==> config.mk <==
export PLATFORM = sky130hd
export DESIGN_NAME = pfvi_sqrt
export DESIGN_NICKNAME = d
export VERILOG_FILES = /design/src/rtl/pfvi_sqrt.sv
export SDC_FILE = /design/constraint.sdc
export NUM_CORES = 1
export LEC_CHECK = 0
export BUFFER_PORTS_ARGS = -buffer_cell sky130_fd_sc_hd__buf_4
export CORE_ASPECT_RATIO = 0.75
export CORE_UTILIZATION = 59
export DETAILED_ROUTE_END_ITERATION = 10
export PLACE_DENSITY = 0.81
export SYNTH_ARGS = -nofsm -noshare
export SYNTH_HDL_FRONTEND = slang
export SYNTH_SLANG_ARGS = --single-unit
==> constraint.sdc <==
create_clock -name clk_i -period 4.5 [get_ports clk_i]
set_input_delay 0.225 -clock clk_i [delete_from_list [all_inputs] [get_ports clk_i]]
set_output_delay 0.225 -clock clk_i [all_outputs]
set_load 0.02 [all_outputs]
==> src/rtl/pfvi_sqrt.sv <==
module pfvi_sqrt (
  input  logic        clk_i,
  input  logic        rst_ni,
  input  logic        start_i,
  input  logic [63:0] x_i,
  output logic        done_o,
  output logic [31:0] root_o
);
  logic [5:0]  cnt_q;
  logic        busy_q;
  logic        done_q;
  logic [63:0] xs_q;
  logic [34:0] rem_q;
  logic [31:0] root_q;
  logic [34:0] rm;
  logic [34:0] trial;
  logic        ge;

  assign rm    = {rem_q[32:0], xs_q[63:62]};
  assign trial = {1'b0, root_q, 2'b01};
  assign ge    = rm >= trial;

  always_ff @(posedge clk_i or negedge rst_ni) begin
    if (!rst_ni) begin
      cnt_q  <= '0;
      busy_q <= 1'b0;
      done_q <= 1'b0;
    end else begin
      done_q <= 1'b0;
      if (start_i) begin
        busy_q <= 1'b1;
        cnt_q  <= '0;
        xs_q   <= x_i;
        rem_q  <= '0;
        root_q <= '0;
      end else if (busy_q) begin
        cnt_q  <= cnt_q + 6'd1;
        xs_q   <= {xs_q[61:0], 2'b00};
        rem_q  <= ge ? rm - trial : rm;
        root_q <= {root_q[30:0], ge};
        if (cnt_q == 6'd31) begin
          busy_q <= 1'b0;
          done_q <= 1'b1;
        end
      end
    end
  end

  assign done_o = done_q;
  assign root_o = root_q;
endmodule

==> results by group <==
Worst setup path
  • Dominant delay contributor by cell family on the critical path: compound AO/OA/AOI/OAI gates
  • CP Capture Type: flip-flop
  • CP max stage delay: 0.63 ns
  • Slowest stage cell, crit path: a31oi_4
  • Setup CP Type: reg2reg
  • CP max FO: 24
  • Cell Chain, Critical Path: ha_1 -> nand4_1 -> or3_1 -> nor4_1 -> a31oi_1 -> o21a_1 -> a31oi_4 -> buf_12 -> mux2i_1 -> a211oi_1
  • Req. time, crit path: 4.64 ns
  • CP Buf/Inv Count: 1
  • Crit path launch type: flip-flop
  • Crit path DAT: roughly 3.8 ns

Synthesis
  • Register area share after synthesis: 0.504
  • Synth top area share: 0.479
  • Top_reg_cell synth: edfxtp_1
  • Count of unique library cells instantiated by Yosys: 47
  • Post-Syn Area per Cell: 11.2 sq um
  • EDFF count, synth: 129
  • Fraction of registers with async set/reset: 0.0584
  • Cell taking the most area after synthesis: edfxtp_1
  • Syn. warnings: 0
  • Flop and latch count out of synthesis: 137
  • Main area contributors after synthesis: edfxtp_1 (48%), mux2_2 (8.8%), mux2i_1 (6.3%), ha_1 (5.4%), nor2_1 (3.9%)
  • Post-Syn Area: 8090 sq um
  • Synth top cells by count: edfxtp_1 (129), nor2_1 (84), mux2_2 (63)
  • Post-Syn Instances: 719
  • Most frequent cell after synthesis: edfxtp_1
  • Synth Net Count: 821

GRT
  • Initial antenna violation count: 0
  • Total GRT Usage: 0.251
  • First-pass GRT wire length: 27200 microns
  • Largest net degree at the start of global routing: 79
  • Vias in the first global route: approximately 5500
  • Total grt overflow: 0

Status
  • Status: completed

Power
  • Max VDD drop: about 0.32 mV
  • LEAKAGE: 4.14 nW
  • Pwr/cell area: 455 nW/um^2

CTS
  • CTS root buffer: clkbuf_16
  • Htree depth: 4
  • Reg clk slew, reported paths: 0.06 ns
  • Max clock buf depth: 2
  • Worst skew pair latency: 0.43 ns
  • Num CTS Buffers: 17
  • Hold bufs inserted after CTS: 0
  • Post-cts gate resize count: 0
  • CTS tree: done
  • # Post-CTS Setup Buffers: 0
  • Clock Sinks: 137

Hold path
  • Min-Delay Path Class: in2reg

Timing
  • Max-slew headroom: 0.403
  • Period minus WS final: 3.63 ns
  • Crit share post-route: 0.807
  • Final hold slack: 0.0879 ns
  • F_max: 0.275 GHz
  • Final hold vios: 0
  • Slew @ Worst Pin: 0.895 ns
  • Setup Total Neg Slack: 0 ns
  • Final Max Tran Viols: 0
  • RSZ-0062 raised after global routing: false
  • Clk_skew: 0.0115 ns
  • Final setup fails: 0

Route
  • WL per Instance: 17.4 microns
  • TritonRoute pass-1 iters: 7
  • Via count: 5847
  • Final wirelength: around 17000 microns
  • Vias per std cell: 5.91
  • Remaining DRCs: 0
  • Initial DRC Count: 435
  • Antenna-violating nets left: 0

Cells and area
  • Fill count: 947
  • Layout cell share with drive strength beyond 1: 0.249
  • Post-layout net count: approximately 910
  • Syn-to-layout area delta: 17.9%
  • ANT cells: 0

Place
  • Routability cong.: between 0.8 and 0.9
  • Placed wire-length estimate: 11500 microns
  • I/O Buffers: 99

Die
  • Vert. Die Dim: ~100 microns
  • Io pins: 100
  • Core area: 13200 sq um
  • Chip width: 137 microns
  • Full die area: 14200 sq um
  • Initial core utilization: 0.613
  • Row Count: 36

Run
  • Max-cap check violation count: 0
## report_power, final
part	leakage, nW	switching, mW	internal [mW]
Combinational	2.46	0.711	0.578
Sequential	1.40	0.0913	1.58
Clock	0.282	0.603	0.781
## kinds of logic (layout without fill, tap and decap cells)
| group | Yosys count | in the layout | share of synthesized area |
|---|---|---|---|
| simple gates | 174 | 174 | 0.0973 |
| compound gates | 153 | 153 | 0.124 |
| flops | 137 | 137 | 0.504 |
| mux | 114 | 114 | 0.151 |
| buf+inv | 76 | 176 | 0.0371 |
| fa+ha+maj | 35 | 35 | 0.0542 |
| xor+xnor | 30 | 30 | 0.0325 |
## worst reg2reg max path, stage by stage, from the launching register on
cell and delay, ns:
edfxtp_1 0.43, ha_1 0.44, nand4_1 0.19, or3_1 0.40, nor4_1 0.26, a31oi_1 0.21
o21a_1 0.19, a31oi_4 0.63, buf_12 0.27, mux2i_1 0.23, a211oi_1 0.10
## flip-flops by register name, indices dropped and copies added (netlist names)
name,count
xs_q,64
rem_q,33
root_o,32
cnt_q,6
busy_q,1
done_o,1
## per-stage QoR
stage	cells	util	total power [mW]	instance area, sq um	worst slack [ns]
final	990	0.723	4.34	9540	0.870
after global routing	990	0.723	4.55	9540	0.620
after CTS	990	0.723	4.34	9540	0.919
after detailed placement	958	0.679	2.95	8950	0.936
after global placement	958	0.679	2.91	8950	1.02
after floorplan	719	-	2.64	8090	0.292
## layout by cell type, fill, tap and decap left out, types with 2 or more instances in the layout
cell       count
or3_1          4
a211oi_1      24
buf_4        103
o211ai_1       6
o21ai_0       29
nor2_1        84
nand3_1        9
nand4_1        8
nand3b_1       3
a21o_1        21
o2111ai_1      2
clkinv_4       3
and4_1         2
mux2i_1       51
and2_1         7
nand2b_1       4
o21a_1         7
ha_1          35
dfrtp_1        7
edfxtp_1     129
a31o_2         2
clkbuf_16     17
inv_6          7
nand2_1       35
a211o_1        2
a41oi_1        2
nor2b_1        4
nor4_1         2
a31oi_1        8
a221oi_1       2
xnor2_1       13
and3_1         6
mux2_2        63
o21bai_1       5
xor2_1        17
inv_1         40
nor3_1         3
a21oi_1       37
## worst paths after layout
kind                           start       end  slack (ns)  depth (start not counted)
min reg2reg                 xs_q[39]  xs_q[41]        0.54                          1
max reg2reg                rem_q[20]  rem_q[3]        0.87                         10
min in group asynchronous     rst_ni  cnt_q[0]        0.11                          2
max in group asynchronous     rst_ni    busy_q        3.71                          2
max                        rem_q[20]  rem_q[3]        0.87                         10
min                           x_i[0]   xs_q[0]        0.09                          2
## metal layers
metal | global-route usage | part of all wire | vias to the layer above
met4 | 0.0727 | 0.011 | 0
met5 | 0 | 0 | -
met1 | 0.348 | 0.47 | 2839
li1 | - | - | 2845
met2 | 0.395 | 0.48 | 144
met3 | 0.0585 | 0.042 | 19
## area by class of cell
type | instances | area (sq um) | share of cell area
multi-input combinational | 506 | 3720 | 0.390
clock inverter | 15 | 156 | 0.0164
clock buffer | 17 | 425 | 0.0446
tap | 171 | 214 | 0.0224
timing repair buffer | 104 | 793 | 0.0832
sequential | 137 | 4080 | 0.428
inverter | 40 | 150 | 0.0157
Power figures use the tool's default switching activity.
