### src/rtl/pfvi_pkg.sv
package pfvi_pkg;

  localparam int unsigned DIV_NW = 64;
  localparam int unsigned DIV_DW = 33;
  localparam int unsigned CFG_AW = 3;

  localparam logic [46:0] SUM_LIM = 47'h7FFF_FFFF_FFFF;

  localparam logic [CFG_AW-1:0] REG_RADIUS   = 3'd0;
  localparam logic [CFG_AW-1:0] REG_FSCALE   = 3'd1;
  localparam logic [CFG_AW-1:0] REG_KEEP     = 3'd2;
  localparam logic [CFG_AW-1:0] REG_DT       = 3'd3;
  localparam logic [CFG_AW-1:0] REG_WORLD    = 3'd4;
  localparam logic [CFG_AW-1:0] REG_PERIODIC = 3'd5;

  localparam logic [31:0] RST_RADIUS = 32'd65536;
  localparam logic [31:0] RST_FSCALE = 32'd65536;
  localparam logic [15:0] RST_KEEP   = 16'd65535;
  localparam logic [31:0] RST_DT     = 32'd655;
  localparam logic [31:0] RST_WORLD  = 32'd65536000;

endpackage

### src/rtl/pfvi_div.sv
module pfvi_div (
  input  logic                         clk_i,
  input  logic                         rst_ni,
  input  logic                         start_i,
  input  logic [pfvi_pkg::DIV_NW-1:0]  num_i,
  input  logic [pfvi_pkg::DIV_DW-1:0]  den_i,
  output logic                         done_o,
  output logic [pfvi_pkg::DIV_NW-1:0]  quo_o,
  output logic [pfvi_pkg::DIV_DW-1:0]  rem_o
);
  logic [6:0]                    cnt_q;
  logic                          done_q;
  logic [pfvi_pkg::DIV_NW-1:0]   quo_q;
  logic [pfvi_pkg::DIV_DW-1:0]   rem_q;
  logic [pfvi_pkg::DIV_DW-1:0]   den_q;
  logic [pfvi_pkg::DIV_DW:0]     sh;
  logic                          ge;

  assign sh = {rem_q, quo_q[pfvi_pkg::DIV_NW-1]};
  assign ge = sh >= {1'b0, den_q};

  always_ff @(posedge clk_i or negedge rst_ni) begin
    if (!rst_ni) begin
      cnt_q  <= '0;
      done_q <= 1'b0;
    end else begin
      done_q <= 1'b0;
      if (start_i) begin
        cnt_q <= 7'(pfvi_pkg::DIV_NW);
        quo_q <= num_i;
        rem_q <= '0;
        den_q <= den_i;
      end else if (cnt_q != '0) begin
        cnt_q <= cnt_q - 7'd1;
        quo_q <= {quo_q[pfvi_pkg::DIV_NW-2:0], ge};
        rem_q <= ge ? pfvi_pkg::DIV_DW'(sh - {1'b0, den_q}) : sh[pfvi_pkg::DIV_DW-1:0];
        if (cnt_q == 7'd1) begin
          done_q <= 1'b1;
        end
      end
    end
  end

  assign done_o = done_q;
  assign quo_o  = quo_q;
  assign rem_o  = rem_q;
endmodule

### config.mk
export PLATFORM = sky130hd
export DESIGN_NAME = pfvi_div
export DESIGN_NICKNAME = d
export VERILOG_FILES = /design/src/rtl/pfvi_pkg.sv /design/src/rtl/pfvi_div.sv
export SDC_FILE = /design/constraint.sdc
export NUM_CORES = 1
export LEC_CHECK = 0
export BUFFER_PORTS_ARGS = -buffer_cell sky130_fd_sc_hd__buf_2
export CAP_MARGIN = 40
export CORE_MARGIN = 10
export CORE_UTILIZATION = 41
export DETAILED_ROUTE_END_ITERATION = 6
export GPL_ROUTABILITY_DRIVEN = 0
export MAX_ROUTING_LAYER = met4
export PLACE_DENSITY = 0.74
export SKIP_CTS_REPAIR_TIMING = 1
export SYNTH_ARGS = -nofsm -noshare
export SYNTH_HDL_FRONTEND = slang
export SYNTH_SLANG_ARGS = --single-unit
export TNS_END_PERCENT = 30
### constraint.sdc
create_clock -name clk_i -period 6.3 [get_ports clk_i]
set_input_delay 0.63 -clock clk_i [delete_from_list [all_inputs] [get_ports clk_i]]
set_output_delay 0.63 -clock clk_i [all_outputs]
set_load 0.01 [all_outputs]
==> key figures, run 1 <==
Timing
  • Max Clock Freq: 251 MHz
  • Final worst setup slack: 2.31 ns
  • Fin crit period: 3.99 ns
  • Final Hold Viols: 0
  • Max transition margin: 0.413
  • Slew @ Worst Pin: 0.878 ns
  • Slew Viols, Final: 0
  • RSZ-0062 raised after global routing: false
  • Setup TNS: 0 ns
  • Number of setup violations in the final report: 0
  • Final period util: 0.633
  • Final Skew: 0.0137 ns

Die
  • # rows: 50
  • Core box area: 18800 um2
  • Initial Util: 0.419
  • # IOs: 198
  • DIE WIDTH: 158 um
  • Die Y: 158 um
  • Die area: 25100 um2

Logic synthesis
  • Compound-Gate Fraction of Synth Area: 0.134
  • Synth top area share: 0.497
  • Most used DFF post-synth: edfxtp_1
  • Post-synth top area cell: edfxtp_1
  • Sequential element share of the synthesized area: 0.522
  • Largest cells by area after synthesis: edfxtp_1, mux2_2, ha_1
  • Largest family of logic cells by synthesized area: compound AO/OA/AOI/OAI gates
  • Post-synthesis mux area share: 0.0957
  • Post-synth EDFFs: 130
  • Netlist cell types: 65
  • Syn Inst Count: 694
  • Adder-cell share of the synthesized area: 0.0599
  • Synth Area in XOR/XNOR: 0.0357
  • Post-synth design cell area: 7860 um2
  • Synth Warn #: 0
  • Top-count cell post-synth: edfxtp_1
  • Mean post-synth cell area: 11.3 um2
  • Commonest cells post-synth: edfxtp_1, nand2_1, mux2_2
  • Ys async rst share: 0.0580
  • Simple-gate area share of the yosys netlist: 0.109
  • Yosys reg bits: 138
  • Syn Nets: 831

Finish
  • Nets@finish: 1019
  • Ratio of cells with drive above 1 in the final layout: 0.351
  • Register Area: 4100 um2
  • Multi-input gate area: 3440 um2
  • Filler cells: 1691
  • Area Overhead vs Synth: 23.6%

Clocking
  • Clk buf depth: 2
  • Worst-skew pair later-pin latency: 0.43 ns
  • CTS tree: done
  • Clock-pin slew on the worst setup and hold paths: 0.07 ns
  • CTS sink cnt: 138
  • Htree depth: 4
  • CTS root buffer: clkbuf_16
  • CTS buffer count: 17

Critical path
  • Worst Setup Start Kind: flop
  • Critical Path End Type: flop
  • Slowest stage cell on the critical path: o41a_1
  • Critical path cell sequence: inv_1 > ha_1 > inv_1 > fa_1 > a211oi_1 > o21ai_1 > nand3_1 > nor3b_1 > o31a_1 > o41a_1 > buf_4 > mux2_1 > a211oi_1
  • Setup CP Type: reg -> reg
  • Critical path required time: 6.56 ns
  • CP max FO: 20
  • Crit path largest cell delay: 0.50 ns
  • Bufs and invs on worst path: 3
  • CP arrival: 4.24 ns
  • CP delay by family, top: compound AO/OA/AOI/OAI gates

Power and ir drop
  • Pint: 2.24 mW
  • Net Sw Frac: 0.354
  • Clock network fraction of total power: 0.291
  • Leakage: 4.21 nW
  • Seq pwr share: 0.369
  • VDD IR max: 0.000215 V
  • Pwr dens: 357 nW/um2
  • Logic gate share of total power: 0.339
  • Psw: 1.23 mW

Detailed routing
  • 1st-pass router iterations: 7
  • Routed wire length: 21500 um
  • Vias: 6129
  • Routed len/inst: 18.9 um
  • DRC: 0
  • Vias/cell: 5.40
  • Initial drt markers: 323
  • Antenna Nets Post-Route: 0

Placement
  • DP HPWL: 16300 um
  • DP Worst Slack: 2.39 ns
  • IO buf count: 197

GRT
  • First-pass GRT wire length: 34100 um
  • Vias in the first global route: 6324
  • Number of antenna violations at the first check in global routing: 7
  • Total gr overflow: 0
  • Largest net degree at the start of global routing: 56
  • GRT Overall Usage: 0.179

Run
  • Max Cap Viol: 0

Min path
  • Worst min-delay path class: in -> async

Outcome
  • Outcome: completed
worst paths after layout:
kind | start | end | slack, ns | cells after the start
worst max-delay path | quo_o[63] | rem_o[0] | 2.31 | 13
worst max register to register | quo_o[63] | rem_o[0] | 2.31 | 13
max in group asynchronous | rst_ni | cnt_q[0] | 5.62 | 2
worst min register to register | cnt_q[5] | cnt_q[5] | 0.57 | 2
min in group clk_i | den_i[21] | den_q[21] | 0.37 | 1
worst min-delay path | rst_ni | done_o | 0.29 | 2
cell usage in the layout, fill, tap and decap left out, types with 5 or more instances in the layout:
master     netlist  final
ha_1            36     36
mux2_2          64     64
buf_4            3      7
buf_2            8    196
clkbuf_16        0     17
nand3_1          7      7
nand4_1          9      9
xor2_1           7      7
inv_8            0      8
inv_1           49     49
a311oi_1        21     21
nor2_1          55     55
nor3_1           8      8
diode_2          0      7
xnor2_1         25     25
a21o_1          20     20
a21oi_1         43     43
edfxtp_1       130    130
dfrtp_1          8      8
nand2_1         66     65
a211oi_1        11     11
and3_1           5      5
a31oi_1          5      5
o21ai_0         18     18
worst register-to-register path, delay by kind of cell, from the launching register on:
kind | cells | cell delay, ns
compound gates | 5 | 1.62
fa+ha+maj | 2 | 0.57
buf+inv | 3 | 0.51
flops | 1 | 0.39
mux | 1 | 0.35
simple gates | 2 | 0.38
power by group through the flow:
stage / combinational, mW / clock (mW) / sequential [mW]
final: 1.18 / 1.01 / 1.28
after global routing: 1.31 / 1.07 / 1.30
after CTS: 1.18 / 1.04 / 1.28
after detailed placement: 1.17 / 0 / 1.30
after global placement: 1.15 / 0 / 1.30
after floorplan: 0.801 / 0 / 1.33
cell families (layout without fill, tap and decap cells):
| kind of cell | count (synthesis) | count (layout) |
|---|---|---|
| other | 0 | 7 |
| adder cells (fa/ha/maj) | 37 | 37 |
| XOR/XNOR | 32 | 32 |
| flip-flops | 138 | 138 |
| AO/OA/AOI/OAI | 154 | 154 |
| AND/OR/NAND/NOR | 181 | 181 |
| multiplexers | 67 | 67 |
| buffers and inverters | 85 | 286 |
state kept, by name (all words and copies together) (netlist names):
name	cells
rem_o	33
cnt_q	7
den_q	33
quo_o	64
done_o	1
cell type report:
class	count	share of cell area
sequential	138	0.423
clock inverter	15	0.0173
tap	234	0.0302
multi-input combinational	471	0.354
timing repair buffer	205	0.111
antenna	7	0.00180
inverter	49	0.0189
clock buffer	17	0.0438
layer usage:
layer	vias up	global-route usage	wire, um
met4	0	0.0423	213
met3	16	0.0785	2070
li1	2973	-	-
met1	2915	0.211	9110
met2	225	0.278	10100
met5	-	-	0
per-stage QoR:
stage	std cells	util	hold slack, ns	power [mW]	cell area (um2)
finish	1136	0.517	0.290	3.47	9710
global route	1136	0.517	0.315	3.68	9710
CTS	1129	0.516	0.288	3.50	9690
detailed placement	1097	0.485	0.559	2.47	9100
global placement	1095	0.482	0.552	2.45	9050
floorplan	694	-	0.334	2.13	7860
Power figures use the tool's default switching activity.
==> run 2: changes to the inputs <==
Settings changed: ABC_AREA set to 1, PLACE_DENSITY 0.74 to 0.7.
Clock period 6.3 ns to 4 ns, I/O delays scaled along.
==> run 2 against run 1 <==
  * Global-route usage increased by 1.1 points
  * Fmax increased by 38%
  * Highest routed layer unchanged
  * Critical path depth increased by 1
==> key figures, run 2 <==
Finish
  • Most frequent cells in the layout: nand2_1, buf_2, inv_1
  • Max FFs per register: 64 (unchanged)
  • Layout Cells excl Fill: 1731 (+52%)
  • Ratio of cells with drive above 1 in the final layout: 0.236 (-0.115)
  • Commonest non-fill, non-tap cell in the layout: nand2_1
  • Design Area, Final: 11200 um2 (+15%)
  • Utilization after layout: 0.498 (-0.0195)
  • Nets@finish: 1566 (+54%)
  • Area Overhead vs Synth: 19.9%

Clocking
  • Worst-skew pair later-pin latency: 0.44 ns (about the same)
  • Clock-pin slew on the worst setup and hold paths: 0.07 ns (about the same)
  • CTS sink cnt: 138 (unchanged)
  • Clk buf depth: 2 (unchanged)
  • Htree depth: 4 (unchanged)
  • CTS root buffer: clkbuf_16
  • CTS buffer count: 17 (unchanged)
  • CTS tree: done

Die
  • Die area: 29200 um2 (+16%)
  • Core box area: 22500 um2 (+20%)
  • Die Y: 171 um (+7.9%)
  • # IOs: 198 (unchanged)
  • Initial Util: 0.415 (-0.00324)
  • # rows: 55 (+10%)
  • DIE WIDTH: 171 um (+7.9%)

Timing
  • Final worst setup slack: 1.12 ns (-1.19 ns)
  • Number of setup violations in the final report: 0 (unchanged)
  • Final Hold Viols: 0 (unchanged)
  • Slew @ Worst Pin: 0.662 ns (-0.216 ns)
  • Fin crit period: 2.88 ns (-1.11 ns)
  • Slew Viols, Final: 0 (unchanged)
  • Final Skew: 0.0123 ns (-0.00138 ns)
  • Max transition margin: 0.559 (+0.146)
  • Max Clock Freq: 347 MHz (+38%)
  • Hold Slack: 0.137 ns (-0.153 ns)
  • RSZ-0062 raised after global routing: false
  • Final period util: 0.719 (+0.0868)
  • Setup TNS: 0 ns (unchanged)

GRT
  • GRT Overall Usage: 0.190 (+0.0110)
  • Number of antenna violations at the first check in global routing: 4 (-3)
  • Total gr overflow: 0 (unchanged)
  • Largest net degree at the start of global routing: 69 (+23%)
  • Vias in the first global route: 8364 (+32%)
  • First-pass GRT wire length: 42900 um (+26%)

Detailed routing
  • 1st-pass router iterations: 5 (-2)
  • Routed length on met2: 12300 um (+22%)
  • DRC: 0 (unchanged)
  • Routed wire length: 26900 um (+25%)
  • Top sig layer: met4
  • M1 WL: 11600 um (+28%)
  • Vias: 8264 (+35%)
  • Met3 WL post-DR: 2380 um (+15%)
  • Vias/cell: 4.77 (-12%)
  • Antenna Nets Post-Route: 0 (unchanged)
  • Routed len/inst: 15.5 um (-18%)
  • Initial drt markers: 562 (+74%)

Logic synthesis
  • Synth top area share: 0.418 (-0.0792)
  • Top-count cell post-synth: nand2_1
  • Syn Inst Count: 1236 (+78%)
  • Netlist cell types: 40 (-38%)
  • Most used DFF post-synth: edfxtp_1
  • Syn Nets: 1373 (+65%)
  • Commonest cells post-synth: nand2_1, inv_1, edfxtp_1
  • Post-synth design cell area: 9350 um2 (+19%)
  • Synth Warn #: 0 (unchanged)
  • Ys async rst share: 0.0580 (unchanged)
  • Post-synth top area cell: edfxtp_1
  • Sequential element share of the synthesized area: 0.439 (-0.0833)
  • Mean post-synth cell area: 7.56 um2 (-33%)
  • Post-synth EDFFs: 130 (unchanged)
  • Largest cells by area after synthesis: edfxtp_1, nand2_1, inv_1
  • Yosys reg bits: 138 (unchanged)

Critical path
  • Internal reg-to-reg setup slack: 1.12 ns (-1.19 ns)
  • Critical path required time: 4.19 ns (-2.37 ns)
  • Critical Path End Type: flop
  • Crit. Startpoint: quo_o[63]
  • FF-to-FF End: rem_o[24]
  • CP arrival: 3.07 ns (-1.17 ns)
  • Worst R2R Start: quo_o[63]
  • Worst Setup Start Kind: flop
  • Setup CP Type: reg -> reg
  • Reg2Reg Depth: 14 (+1)
  • CP max FO: 34 (+70%)

Placement
  • DP Worst Slack: 1.12 ns (-1.26 ns)
  • DP HPWL: 20700 um (+27%)
  • IO buf count: 197 (unchanged)
  • Cell area after placement: 10600 um2 (+16%)
  • Placed cell count: 1694 (+54%)

Min path
  • Worst min-delay path class: in -> reg
  • Worst Hold Launch: den_i[32]
  • Hold EP: den_q[32]
  • Hold path depth: 1

Power and ir drop
  • Leakage: 5.91 nW (+40%)
  • Pwr dens: 514 nW/um2 (+44%)
  • VDD IR max: 0.000303 V (+41%)
  • Tot Pwr: 5.76 mW (+66%)

Run
  • Max Cap Viol: 0 (unchanged)

Outcome
  • Outcome: completed
==> run 2: cell count changes in the layout (fill, tap and decap cells not counted), sizes merged, moves of 6 or more <==
cell	before	now
nand2	68	513
inv	59	201
nor2	55	150
mux2	65	0
nand3	8	69
a311oi	21	0
a21o	20	0
a21oi	43	23
a211oi	12	1
xnor2	25	15
and2	3	9
o21ai	22	28
xor2	7	1
==> run 2: worst max-delay path, stage by stage, from the launching register on <==
cell      delay, ns
edfxtp_1       0.43
inv_1          0.08
ha_1           0.13
inv_1          0.08
fa_1           0.45
nand3_2        0.13
nand3_4        0.12
nand2_4        0.10
nand2_2        0.07
nand2_4        0.46
nand2_2        0.25
nand2_1        0.11
nand3_1        0.08
nand2_1        0.10
inv_1          0.04
==> run 2: power breakdown <==
part	switching [mW]	total, mW	leakage, nW	internal [mW]
logic	1.35	2.13	4.24	0.776
registers	0.153	1.99	1.38	1.84
clock network	0.748	1.64	0.288	0.894
==> run 2: logic make-up after synthesis <==
logic type,Yosys count,share of synthesized area
buffers and inverters,224,0.0979
adders and majority gates,37,0.0503
AOI/OAI and AO/OA,55,0.0316
DFF,138,0.439
xor gates and xnor gates,16,0.0150
and+or+nand+nor,766,0.366
==> run 2: worst max-delay path by stage <==
stage                end  slack (ns)  cells past startpoint
2_1_floorplan   quo_o[0]        0.80                      8
3_3_place_gp   rem_o[23]        1.18                     14
3_5_place_dp   rem_o[24]        1.12                     14
4_1_cts        rem_o[24]        1.11                     14
5_1_grt        rem_o[17]        0.91                     15
6_report       rem_o[24]        1.12                     14
==> run 2: final cells by class <==
type	instances	area (um2)
fill	2234	11300
multi-input combinational	874	4330
sequential	138	4100
timing repair buffer	207	1080
inverter	191	717
clock buffer	17	425
tap	285	357
clock inverter	15	170
antenna	4	10.0
==> run 2: routing by layer <==
layer | track usage | vias to the layer above
met2 | 0.297 | 275
met5 | - | -
li1 | - | 4241
met3 | 0.0668 | 34
met4 | 0.0563 | 0
met1 | 0.228 | 3714
